===== src/rtl/fuel_counter_flow_meter_unit_macros.svh =====
// ----------------------------------------------------------------------------
// Fuel flow meter assertion macros
// Shared concurrent assertion forms, clocked on clk, quiet during reset.
// ----------------------------------------------------------------------------
`ifndef FUEL_COUNTER_FLOW_METER_UNIT_MACROS_SVH
`define FUEL_COUNTER_FLOW_METER_UNIT_MACROS_SVH

// same-cycle implication
`define FCFM_ASSERT_IMP(lbl, ante, cons, msg) \
	lbl: assert property (@(posedge clk) disable iff (!arst_n) (ante) |-> (cons)) \
		else $error(msg);

// next-cycle implication
`define FCFM_ASSERT_NXT(lbl, ante, cons, msg) \
	lbl: assert property (@(posedge clk) disable iff (!arst_n) (ante) |=> (cons)) \
		else $error(msg);

`endif


===== src/rtl/fcfm_pkg.sv =====
// ----------------------------------------------------------------------------
// Fuel flow meter package
// Shared widths, register indexes, item kinds and state encodings.
// ----------------------------------------------------------------------------
package fcfm_pkg;

	// defaults for the top level parameters
	localparam int NUM_BUCKETS_DEF  = 4;
	localparam int COUNTER_BITS_DEF = 15;

	// decoupling queue between front and back
	localparam int QUEUE_DEPTH = 2;

	// fixed field widths
	localparam int ITEM_W        = 16;
	localparam int BUCKET_W      = 16;
	localparam int TIME_W        = 32;
	localparam int FLOW_W        = 32;
	localparam int RESTART_W     = 16;
	localparam int BUCKET_TIME_W = 14;
	localparam int WINDOW_W      = 16;
	localparam int CFG_IDX_W     = 1;
	localparam int CFG_DATA_W    = 16;

	// flow scaling
	localparam int MS_PER_S   = 1000;
	localparam int MS_PER_S_W = 10;

	// configuration reset values
	localparam logic [BUCKET_TIME_W-1:0] BUCKET_TIME_RST = 14'd250;
	localparam logic [WINDOW_W-1:0]      WINDOW_TIME_RST = 16'd1000;

	// configuration register indexes
	localparam logic [CFG_IDX_W-1:0] REG_BUCKET_TIME = 1'b0;
	localparam logic [CFG_IDX_W-1:0] REG_WINDOW_TIME = 1'b1;

	// how the back end must treat an item
	typedef enum logic [2:0] {
		KIND_INVALID,
		KIND_RESTART,
		KIND_SEED,
		KIND_HOLD,
		KIND_ADD,
		KIND_CLEAR
	} item_kind_t;

	// classified item passed from front to back
	typedef struct packed {
		item_kind_t          kind;
		logic                restart;
		logic [ITEM_W-1:0]   delta;
		logic [ITEM_W-1:0]   dt;
	} item_t;

	// back end sequencer states
	typedef enum logic [2:0] {
		BK_IDLE,
		BK_SUM,
		BK_SCALE,
		BK_DIV,
		BK_OUT
	} back_state_t;

endpackage


===== src/rtl/fcfm_front.sv =====
// ----------------------------------------------------------------------------
// Fuel flow meter front end
// Tracks the previous counter sample and classifies each incoming item.
// ----------------------------------------------------------------------------
module fcfm_front #(
	parameter int COUNTER_BITS = fcfm_pkg::COUNTER_BITS_DEF
) (
	input  logic                               clk,
	input  logic                               arst_n,
	input  logic                               accept,
	input  logic                               counter_valid,
	input  logic [COUNTER_BITS-1:0]            fuel_count,
	input  logic                               engine_turning,
	input  logic [fcfm_pkg::TIME_W-1:0]        time_ms,
	input  logic [fcfm_pkg::WINDOW_W-1:0]      window_time,
	output fcfm_pkg::item_t                    item
);

	localparam int ITEM_W = fcfm_pkg::ITEM_W;
	localparam int TIME_W = fcfm_pkg::TIME_W;

	logic [COUNTER_BITS-1:0] prev_count_q;
	logic [TIME_W-1:0]       prev_time_q;
	logic                    have_prev_q;

	logic [TIME_W-1:0]       dt;
	logic [COUNTER_BITS-1:0] delta;

	// classify against the previous sample
	always_comb begin
		dt           = time_ms - prev_time_q;
		delta        = fuel_count - prev_count_q;
		item         = '0;
		item.kind    = fcfm_pkg::KIND_INVALID;
		if (!counter_valid) begin
			item.kind = fcfm_pkg::KIND_INVALID;
		end else if (fuel_count == '0 || !engine_turning) begin
			item.kind    = fcfm_pkg::KIND_RESTART;
			item.restart = have_prev_q;
		end else if (!have_prev_q) begin
			item.kind = fcfm_pkg::KIND_SEED;
		end else begin
			item.delta = ITEM_W'(delta);
			item.dt    = dt[ITEM_W-1:0];
			if (dt == '0) begin
				item.kind = fcfm_pkg::KIND_HOLD;
			end else if (dt <= TIME_W'(window_time)) begin
				item.kind = fcfm_pkg::KIND_ADD;
			end else begin
				item.kind = fcfm_pkg::KIND_CLEAR;
			end
		end
	end

	// every accepted valid sample re-seeds the reference
	always_ff @(posedge clk or negedge arst_n) begin
		if (!arst_n) begin
			prev_count_q <= '0;
			prev_time_q  <= '0;
			have_prev_q  <= 1'b0;
		end else if (accept && counter_valid) begin
			prev_count_q <= fuel_count;
			prev_time_q  <= time_ms;
			have_prev_q  <= 1'b1;
		end
	end

endmodule


===== src/rtl/fcfm_queue.sv =====
// ----------------------------------------------------------------------------
// Fuel flow meter item queue
// Short FIFO of classified items between the front and back ends.
// ----------------------------------------------------------------------------
module fcfm_queue #(
	parameter int DEPTH = fcfm_pkg::QUEUE_DEPTH
) (
	input  logic            clk,
	input  logic            arst_n,
	input  logic            wr_en,
	input  fcfm_pkg::item_t wr_item,
	input  logic            rd_en,
	output fcfm_pkg::item_t rd_item,
	output logic            q_full,
	output logic            q_empty
);

	localparam int PTR_W = $clog2(DEPTH);
	localparam int CNT_W = $clog2(DEPTH + 1);

	fcfm_pkg::item_t  mem_q [DEPTH];
	logic [PTR_W-1:0] wr_ptr_q;
	logic [PTR_W-1:0] rd_ptr_q;
	logic [CNT_W-1:0] count_q;

	assign q_full  = (count_q == CNT_W'(DEPTH));
	assign q_empty = (count_q == '0);
	assign rd_item = mem_q[rd_ptr_q];

	// storage
	always_ff @(posedge clk) begin
		if (wr_en) begin
			mem_q[wr_ptr_q] <= wr_item;
		end
	end

	// pointers and fill level
	always_ff @(posedge clk or negedge arst_n) begin
		if (!arst_n) begin
			wr_ptr_q <= '0;
			rd_ptr_q <= '0;
			count_q  <= '0;
		end else begin
			if (wr_en) begin
				wr_ptr_q <= (wr_ptr_q == PTR_W'(DEPTH - 1)) ? '0 : wr_ptr_q + 1'b1;
			end
			if (rd_en) begin
				rd_ptr_q <= (rd_ptr_q == PTR_W'(DEPTH - 1)) ? '0 : rd_ptr_q + 1'b1;
			end
			if (wr_en && !rd_en) begin
				count_q <= count_q + 1'b1;
			end else if (rd_en && !wr_en) begin
				count_q <= count_q - 1'b1;
			end
		end
	end

endmodule


===== src/rtl/fcfm_back.sv =====
// ----------------------------------------------------------------------------
// Fuel flow meter back end
// Bucket ring, restart count, flow average with iterative divider, result slot.
// ----------------------------------------------------------------------------
module fcfm_back #(
	parameter int NUM_BUCKETS  = fcfm_pkg::NUM_BUCKETS_DEF,
	parameter int COUNTER_BITS = fcfm_pkg::COUNTER_BITS_DEF
) (
	input  logic                                clk,
	input  logic                                arst_n,
	input  logic [fcfm_pkg::BUCKET_TIME_W-1:0]  bucket_time,
	input  fcfm_pkg::item_t                     q_item,
	input  logic                                q_empty,
	output logic                                q_pop,
	input  logic                                pop,
	output logic                                empty,
	output logic                                accepted,
	output logic [COUNTER_BITS-1:0]             burned_ul,
	output logic                                restart_seen,
	output logic [fcfm_pkg::RESTART_W-1:0]      restart_total,
	output logic                                flow_updated,
	output logic [fcfm_pkg::FLOW_W-1:0]         flow_ul_per_s
);

	localparam int BUCKET_W  = fcfm_pkg::BUCKET_W;
	localparam int FLOW_W    = fcfm_pkg::FLOW_W;
	localparam int RESTART_W = fcfm_pkg::RESTART_W;
	localparam int IDX_W     = $clog2(NUM_BUCKETS);
	localparam int SUM_W     = BUCKET_W + $clog2(NUM_BUCKETS);
	localparam int NUM_W     = SUM_W + fcfm_pkg::MS_PER_S_W + 1;
	localparam int DCNT_W    = $clog2(NUM_W);

	fcfm_pkg::back_state_t state_q, state_nxt;

	// bucket ring and running state
	logic [BUCKET_W-1:0]  vol_q [NUM_BUCKETS];
	logic [BUCKET_W-1:0]  dur_q [NUM_BUCKETS];
	logic [IDX_W-1:0]     open_q;
	logic [FLOW_W-1:0]    flow_q;
	logic [RESTART_W-1:0] restart_cnt_q;

	// closing sums and divider
	logic [IDX_W-1:0]     walk_q;
	logic [SUM_W-1:0]     sum_ul_q;
	logic [SUM_W-1:0]     sum_ms_q;
	logic [NUM_W-1:0]     numer_q;
	logic [SUM_W-1:0]     rem_q;
	logic [DCNT_W-1:0]    div_cnt_q;

	// pending result flags
	logic                    res_acc_q;
	logic [COUNTER_BITS-1:0] res_delta_q;
	logic                    res_restart_q;
	logic                    res_upd_q;

	// result slot
	logic                    out_valid_q;
	logic                    out_acc_q;
	logic [COUNTER_BITS-1:0] out_delta_q;
	logic                    out_restart_q;
	logic [RESTART_W-1:0]    out_total_q;
	logic                    out_upd_q;
	logic [FLOW_W-1:0]       out_flow_q;

	logic                 out_free;
	logic                 out_load;
	logic [IDX_W-1:0]     rd_idx;
	logic [BUCKET_W-1:0]  rd_vol;
	logic [BUCKET_W-1:0]  rd_dur;
	logic [BUCKET_W-1:0]  new_vol;
	logic [BUCKET_W-1:0]  new_dur;
	logic                 close;
	logic [IDX_W-1:0]     open_nxt;
	logic                 walk_last;
	logic [NUM_W-1:0]     scaled;
	logic [SUM_W:0]       trial;
	logic                 q_bit;
	logic [SUM_W-1:0]     rem_nxt;
	logic [NUM_W-1:0]     numer_nxt;

	// single read port: open bucket when adding, walk index when summing
	assign rd_idx    = (state_q == fcfm_pkg::BK_SUM) ? walk_q : open_q;
	assign rd_vol    = vol_q[rd_idx];
	assign rd_dur    = dur_q[rd_idx];
	assign new_vol   = rd_vol + q_item.delta;
	assign new_dur   = rd_dur + q_item.dt;
	assign close     = (new_dur >= BUCKET_W'(bucket_time));
	assign open_nxt  = (open_q == IDX_W'(NUM_BUCKETS - 1)) ? '0 : open_q + 1'b1;
	assign walk_last = (walk_q == IDX_W'(NUM_BUCKETS - 1));

	// sum_ul * 1000 + sum_ms / 2
	assign scaled = NUM_W'(sum_ul_q) * NUM_W'(fcfm_pkg::MS_PER_S) + NUM_W'(sum_ms_q >> 1);

	// restoring divide, one quotient bit per cycle
	assign trial     = {rem_q, numer_q[NUM_W-1]};
	assign q_bit     = (trial >= {1'b0, sum_ms_q});
	assign rem_nxt   = q_bit ? SUM_W'(trial - {1'b0, sum_ms_q}) : trial[SUM_W-1:0];
	assign numer_nxt = {numer_q[NUM_W-2:0], q_bit};

	assign out_free = !out_valid_q || pop;

	// next state
	always_comb begin
		state_nxt = state_q;
		case (state_q)
			fcfm_pkg::BK_IDLE: begin
				if (!q_empty) begin
					if (q_item.kind == fcfm_pkg::KIND_ADD && close) begin
						state_nxt = fcfm_pkg::BK_SUM;
					end else begin
						state_nxt = fcfm_pkg::BK_OUT;
					end
				end
			end
			fcfm_pkg::BK_SUM: begin
				if (walk_last) begin
					state_nxt = fcfm_pkg::BK_SCALE;
				end
			end
			fcfm_pkg::BK_SCALE: begin
				state_nxt = (sum_ms_q == '0) ? fcfm_pkg::BK_OUT : fcfm_pkg::BK_DIV;
			end
			fcfm_pkg::BK_DIV: begin
				if (div_cnt_q == '0) begin
					state_nxt = fcfm_pkg::BK_OUT;
				end
			end
			fcfm_pkg::BK_OUT: begin
				if (out_free) begin
					state_nxt = fcfm_pkg::BK_IDLE;
				end
			end
			default: begin
				state_nxt = fcfm_pkg::BK_IDLE;
			end
		endcase
	end

	// sequencer outputs
	always_comb begin
		q_pop    = 1'b0;
		out_load = 1'b0;
		case (state_q)
			fcfm_pkg::BK_IDLE: q_pop    = !q_empty;
			fcfm_pkg::BK_OUT:  out_load = out_free;
			default: begin
				q_pop    = 1'b0;
				out_load = 1'b0;
			end
		endcase
	end

	// state, bucket ring and running values
	always_ff @(posedge clk or negedge arst_n) begin
		if (!arst_n) begin
			state_q       <= fcfm_pkg::BK_IDLE;
			open_q        <= '0;
			flow_q        <= '0;
			restart_cnt_q <= '0;
			out_valid_q   <= 1'b0;
			for (int i = 0; i < NUM_BUCKETS; i++) begin
				vol_q[i] <= '0;
				dur_q[i] <= '0;
			end
		end else begin
			state_q <= state_nxt;
			case (state_q)
				fcfm_pkg::BK_IDLE: begin
					if (q_pop) begin
						case (q_item.kind)
							fcfm_pkg::KIND_RESTART,
							fcfm_pkg::KIND_CLEAR: begin
								if (q_item.restart) begin
									restart_cnt_q <= restart_cnt_q + 1'b1;
								end
								open_q <= '0;
								flow_q <= '0;
								for (int i = 0; i < NUM_BUCKETS; i++) begin
									vol_q[i] <= '0;
									dur_q[i] <= '0;
								end
							end
							fcfm_pkg::KIND_ADD: begin
								vol_q[open_q] <= new_vol;
								dur_q[open_q] <= new_dur;
							end
							default: begin
							end
						endcase
					end
				end
				fcfm_pkg::BK_SUM: begin
					// oldest bucket becomes the open one once it has been summed
					if (walk_last) begin
						open_q          <= open_nxt;
						vol_q[open_nxt] <= '0;
						dur_q[open_nxt] <= '0;
					end
				end
				fcfm_pkg::BK_SCALE: begin
					if (sum_ms_q == '0) begin
						flow_q <= '0;
					end
				end
				fcfm_pkg::BK_DIV: begin
					if (div_cnt_q == '0) begin
						flow_q <= FLOW_W'(numer_nxt);
					end
				end
				default: begin
				end
			endcase
			if (out_load) begin
				out_valid_q <= 1'b1;
			end else if (pop) begin
				out_valid_q <= 1'b0;
			end
		end
	end

	// datapath registers
	always_ff @(posedge clk) begin
		case (state_q)
			fcfm_pkg::BK_IDLE: begin
				walk_q        <= '0;
				sum_ul_q      <= '0;
				sum_ms_q      <= '0;
				res_acc_q     <= (q_item.kind != fcfm_pkg::KIND_INVALID);
				res_delta_q   <= q_item.delta[COUNTER_BITS-1:0];
				res_restart_q <= q_item.restart;
				res_upd_q     <= (q_item.kind == fcfm_pkg::KIND_ADD) && close;
			end
			fcfm_pkg::BK_SUM: begin
				walk_q   <= walk_q + 1'b1;
				sum_ul_q <= sum_ul_q + SUM_W'(rd_vol);
				sum_ms_q <= sum_ms_q + SUM_W'(rd_dur);
			end
			fcfm_pkg::BK_SCALE: begin
				numer_q   <= scaled;
				rem_q     <= '0;
				div_cnt_q <= DCNT_W'(NUM_W - 1);
			end
			fcfm_pkg::BK_DIV: begin
				numer_q   <= numer_nxt;
				rem_q     <= rem_nxt;
				div_cnt_q <= div_cnt_q - 1'b1;
			end
			default: begin
			end
		endcase
		if (out_load) begin
			out_acc_q     <= res_acc_q;
			out_delta_q   <= res_delta_q;
			out_restart_q <= res_restart_q;
			out_total_q   <= restart_cnt_q;
			out_upd_q     <= res_upd_q;
			out_flow_q    <= flow_q;
		end
	end

	assign empty         = !out_valid_q;
	assign accepted      = out_acc_q;
	assign burned_ul     = out_delta_q;
	assign restart_seen  = out_restart_q;
	assign restart_total = out_total_q;
	assign flow_updated  = out_upd_q;
	assign flow_ul_per_s = out_flow_q;

endmodule


===== src/rtl/fuel_counter_flow_meter_unit.sv =====
// Flow: the queue registers each accepted item; the back end pops it in BK_IDLE and
// loads the result slot in BK_OUT once the slot is free. A closing bucket first passes
// BK_SUM over all NUM_BUCKETS buckets, BK_SCALE and, for a nonzero time sum, BK_DIV:
// one quotient bit per cycle, 16+log2(NUM_BUCKETS)+11 bits (29 at defaults).
// The back end takes one item at a time; a 2-entry queue decouples the input from it.
// Reset: arst_n clears control, ring and config registers (250, 1000), not data storage.
// ----------------------------------------------------------------------------
// Fuel flow meter top level
// Front classifier, item queue, back end with bucket ring and flow divider.
// ----------------------------------------------------------------------------
`include "fuel_counter_flow_meter_unit_macros.svh"

module fuel_counter_flow_meter_unit #(
	parameter int NUM_BUCKETS  = fcfm_pkg::NUM_BUCKETS_DEF,
	parameter int COUNTER_BITS = fcfm_pkg::COUNTER_BITS_DEF
) (
	input  logic                               clk,
	input  logic                               arst_n,
	// configuration write channel
	input  logic                               cfg_valid,
	output logic                               cfg_ready,
	input  logic [fcfm_pkg::CFG_IDX_W-1:0]     cfg_index,
	input  logic [fcfm_pkg::CFG_DATA_W-1:0]    cfg_data,
	// input items
	input  logic                               push,
	output logic                               full,
	input  logic                               counter_valid,
	input  logic [COUNTER_BITS-1:0]            fuel_count,
	input  logic                               engine_turning,
	input  logic [fcfm_pkg::TIME_W-1:0]        time_ms,
	// result items
	output logic                               empty,
	input  logic                               pop,
	output logic                               accepted,
	output logic [COUNTER_BITS-1:0]            burned_ul,
	output logic                               restart_seen,
	output logic [fcfm_pkg::RESTART_W-1:0]     restart_total,
	output logic                               flow_updated,
	output logic [fcfm_pkg::FLOW_W-1:0]        flow_ul_per_s
);

	logic [fcfm_pkg::BUCKET_TIME_W-1:0] bucket_time_q;
	logic [fcfm_pkg::WINDOW_W-1:0]      window_time_q;

	fcfm_pkg::item_t front_item;
	fcfm_pkg::item_t q_item;
	logic            q_full;
	logic            q_empty;
	logic            q_pop;
	logic            in_take;

	assign cfg_ready = 1'b1;
	assign full      = q_full;
	assign in_take   = push && !q_full;

	// configuration registers
	always_ff @(posedge clk or negedge arst_n) begin
		if (!arst_n) begin
			bucket_time_q <= fcfm_pkg::BUCKET_TIME_RST;
			window_time_q <= fcfm_pkg::WINDOW_TIME_RST;
		end else if (cfg_valid && cfg_ready) begin
			case (cfg_index)
				fcfm_pkg::REG_BUCKET_TIME: bucket_time_q <= cfg_data[fcfm_pkg::BUCKET_TIME_W-1:0];
				fcfm_pkg::REG_WINDOW_TIME: window_time_q <= cfg_data[fcfm_pkg::WINDOW_W-1:0];
				default: begin
				end
			endcase
		end
	end

	fcfm_front #(
		.COUNTER_BITS (COUNTER_BITS)
	) u_front (
		.clk            (clk),
		.arst_n         (arst_n),
		.accept         (in_take),
		.counter_valid  (counter_valid),
		.fuel_count     (fuel_count),
		.engine_turning (engine_turning),
		.time_ms        (time_ms),
		.window_time    (window_time_q),
		.item           (front_item)
	);

	fcfm_queue #(
		.DEPTH (fcfm_pkg::QUEUE_DEPTH)
	) u_queue (
		.clk     (clk),
		.arst_n  (arst_n),
		.wr_en   (in_take),
		.wr_item (front_item),
		.rd_en   (q_pop),
		.rd_item (q_item),
		.q_full  (q_full),
		.q_empty (q_empty)
	);

	fcfm_back #(
		.NUM_BUCKETS  (NUM_BUCKETS),
		.COUNTER_BITS (COUNTER_BITS)
	) u_back (
		.clk           (clk),
		.arst_n        (arst_n),
		.bucket_time   (bucket_time_q),
		.q_item        (q_item),
		.q_empty       (q_empty),
		.q_pop         (q_pop),
		.pop           (pop),
		.empty         (empty),
		.accepted      (accepted),
		.burned_ul     (burned_ul),
		.restart_seen  (restart_seen),
		.restart_total (restart_total),
		.flow_updated  (flow_updated),
		.flow_ul_per_s (flow_ul_per_s)
	);

	// a restart result reports no fuel and a cleared flow
	`FCFM_ASSERT_IMP(a_restart_clears, !empty && restart_seen, accepted && burned_ul == '0 && !flow_updated && flow_ul_per_s == '0, "restart result not cleared")
	// back end never dequeues from an empty queue
	`FCFM_ASSERT_IMP(a_no_pop_empty, q_pop, !q_empty, "dequeue from empty queue")
	// an accepted item is held in the queue on the next cycle
	`FCFM_ASSERT_NXT(a_push_lands, in_take, !q_empty, "accepted item lost")

endmodule


===== config.mk =====
export PLATFORM = sky130hd
export DESIGN_NAME = fuel_counter_flow_meter_unit
export DESIGN_NICKNAME = d
export VERILOG_FILES = /design/src/rtl/fcfm_pkg.sv /design/src/rtl/fcfm_front.sv /design/src/rtl/fcfm_queue.sv /design/src/rtl/fcfm_back.sv /design/src/rtl/fuel_counter_flow_meter_unit.sv
export VERILOG_INCLUDE_DIRS = /design/src /design/src/rtl
export SDC_FILE = /design/constraint.sdc
export NUM_CORES = 1
export LEC_CHECK = 0
export BUFFER_PORTS_ARGS = -buffer_cell sky130_fd_sc_hd__buf_4
export CAP_MARGIN = 40
export CORE_UTILIZATION = 63
export CTS_CLUSTER_SIZE = 25
export DETAILED_ROUTE_END_ITERATION = 8
export GPL_ROUTABILITY_DRIVEN = 0
export PLACE_DENSITY = 0.83
export SLEW_MARGIN = 20
export SYNTH_ARGS = -nofsm -noshare
export SYNTH_HDL_FRONTEND = slang
export SYNTH_HIERARCHICAL = 1
export SYNTH_SLANG_ARGS = --single-unit

===== constraint.sdc =====
create_clock -name clk -period 6.3 [get_ports clk]
set_input_delay 0.63 -clock clk [delete_from_list [all_inputs] [get_ports clk]]
set_output_delay 0.63 -clock clk [all_outputs]
set_load 0.005 [all_outputs]

==> impl_metrics.yaml <==
clock_network:
  postCtsHoldBufs: 0
  cts_buffer_depth: 3
  tritoncts: "done"
  post_cts_buffers: 0
  cts_buffers: 53
  htreeDepth: 2
  insertion_delay_ns: 0.63
  cts_root_buffer: "clkbuf_16"
  ctsResizeCount: 0
  clk_pin_slew_ns: 0.06
  cts_num_sinks: 504
sta:
  finalHoldViolations: 0
  maxSlewHeadroom: 0.380
  holdWs_ns: 0.0485
  clock_skew_ns: 0.0480
  tightest_slew_ns: 0.930
  max_freq_mhz: 165
  final_max_slew_viol_count: 0
  period_share: 0.962
  layout_min_cycle_time_ns: 6.06
  rsz0062_at_grt: "false"
  tns_ns: 0
  setup_viol: 0
worst_setup_path:
  worst-path-stages: 20
  crit_end: "u_back/numer_q[19]"
  cp_common_cell: "fa_1"
  path_buf_inv: 2
  arrival_ns: 6.38
  setup.worst_path.end_class: "flop"
  path_delay_family: "adder cells"
  startpoint: "u_back/sum_ul_q[1]"
  slowest_delay_ns: 0.58
  cp-start-kind: "flop"
  r2r_start: "u_back/sum_ul_q[1]"
  reg2reg_to: "u_back/numer_q[19]"
  worstSetupPathType: "flop to flop"
  crit_fanout: 7
  reg2regPathDepth: 20
  reg2reg_slack_ns: 0.24
  crit_required_ns: 6.62
  cpMaxStageDelayCell: "fa_1"
  worstPathCellList: "inv_1 -> fa_1 -> fa_1 -> fa_1 -> fa_1 -> inv_1 -> ha_1 -> a21o_1 -> a221o_1 -> o21ai_0 -> nand2b_1 -> a21oi_1 -> xnor2_1 -> ha_1 -> a21o_1 -> or3_1 -> o21ai_0 -> nor2_1 -> xnor2_1 -> o21ai_0"
yosys:
  ys_types: 97
  synth_area_leaders: "edfxtp_1 (23%), dfrtp_1 (20%), ha_1 (9.4%)"
  syn_area_mm2: 0.0312
  synthCells: 2849
  yosysWarningCount: 6
  ys_async_sr_fraction: 0.518
  synth-edff-count: 243
  yosys_register_bits: 504
  yosysTopAreaCellShare: 0.234
  syn_avg_cell_area_um2: 11.0
  synth-seq-area-share: 0.444
  synth_largest_area_cell: "edfxtp_1"
  synth-main-ff-cell: "dfrtp_1"
cells_and_area:
  final_cell_mix: "dfrtp_1 (248), inv_1 (248), edfxtp_1 (243)"
  antenna_cells: 0
  drive_above_1_share: 0.153
  syn_to_final_growth_pct: 12.1
  nNetsFinal: 3341
placed_design:
  dpl.hpwl_mm: 54.5
  io_buffers: 135
global_routing:
  track_usage: 0.304
  first_global_vias: 23600
  grt-ovfl-total: 0
  grt_start_max_net_pins: 174
  grt_pass1_wl_mm: 121
  antenna_found_initial: 0
  grtUsageMet3: 0.0481
  use_met1: 0.369
  grtUsageMet2: 0.532
  busiest_layer: "met2"
floorplanning:
  core_mm2: 0.0490
  die_w_um: 225
  rows: 81
  dieHeight_um: 225
  ioPinCount: 140
  initial_core_util: 0.638
  dieArea_mm2: 0.0504
detailed_routing:
  viasPerCell: 6.32
  via_count: 23200
  drc: 0
  wire_per_inst_um: 20.7
  wl_mm: 76.2
  drtIter0Drc: 1873
  final_antenna_net_count: 0
  first_pass_iters: 8
min_path:
  min_path_type: "primary input to asynchronous set/reset pin"
job:
  cap_viol_max_count: 0
status:
  status: "finished clean"
cell families after synthesis:
family          share of synthesized area
simple gates                        0.111
compound gates                      0.143
flops                               0.444
buf+inv                            0.0467
fa+ha+maj                           0.139
mux                                0.0760
xor+xnor                           0.0409
other cells                      0.000361
per-stage QoR:
step	worst slack [ns]	util	std cells	area [µm²]
2_1_floorplan	0.667	-	2851	31200
3_3_place_gp	0.488	0.671	3568	32800
3_5_place_dp	0.317	0.674	3574	33000
4_1_cts	0.321	0.714	3674	35000
5_1_grt	0.0216	0.715	3675	35000
6_report	0.238	0.715	3675	35000
worst min path at each step:
stage | cells past startpoint | startpoint | end
after global placement | 0 | u_back/res_delta_q[0] | u_back/burned_ul[0]
after detailed placement | 0 | u_back/res_delta_q[0] | u_back/burned_ul[0]
final | 1 | arst_n | u_back/restart_cnt_q[11]
after CTS | 1 | arst_n | u_back/vol_q[24]
after global routing | 1 | arst_n | u_back/vol_q[5]
after floorplan | 0 | arst_n | bucket_time_q[0]
routing by layer:
layer  part of all wire  vias up  wire length, µm
li1                   -    10600                -
met1               0.38    11400            29100
met2               0.50     1057            38500
met3              0.071      213             5440
met4              0.042        0             3200
met5                  0        -                0
registers in the layout, summed over array words and instances (netlist names), 2 cells and up:
signal and cells:
u_back/walk_q 2, u_back/numer_q 29, u_back/burned_ul 15, u_back/restart_total 16, u_back/sum_ul_q 18, u_back/flow_q 29, u_back/sum_ms_q 18, u_back/open_q 2
u_back/res_delta_q 15, u_front/prev_count_q 15, u_front/prev_time_q 32, u_back/vol_q 64, u_back/restart_cnt_q 16, u_back/div_cnt_q 5, bucket_time_q 14, u_queue/mem_q 72
u_back/flow_ul_per_s 29, u_queue/count_q 2, window_time_q 16, u_back/rem_q 18, u_back/dur_q 64, u_back/state_q 3
area by class of cell:
type                       count  area [µm²]
timing repair buffer         163        1370
multi-input combinational   1996       16000
fill                        3327       14000
clock inverter                22         312
clock buffer                  78        1660
tap                          664         831
sequential                   504       13800
inverter                     248         931
cells in the mapped netlist, types with 14 or more instances:
cell / count
a31oi_1: 22
o211ai_1: 22
a22o_1: 89
fa_1: 70
mux2_2: 74
nor2_1: 158
edfxtp_1: 243
dfrtp_1: 249
mux4_2: 32
a21o_1: 44
xnor2_1: 86
inv_1: 248
mux2i_1: 21
o31ai_1: 18
nand3_1: 65
mux2_4: 39
nor2b_1: 29
a211oi_1: 16
a21oi_1: 136
nor3_1: 47
o21a_1: 23
nor4_1: 27
clkbuf_1: 64
and2_1: 22
and3_1: 30
nand2_1: 225
or3_1: 16
nand4_1: 21
nand2b_1: 25
xor2_1: 58
o21bai_1: 14
o21ai_0: 167
ha_1: 234
Power is left out: the tool's default activity adds up to more than one toggle a clock period on the data nets, which glitch-free logic cannot reach.
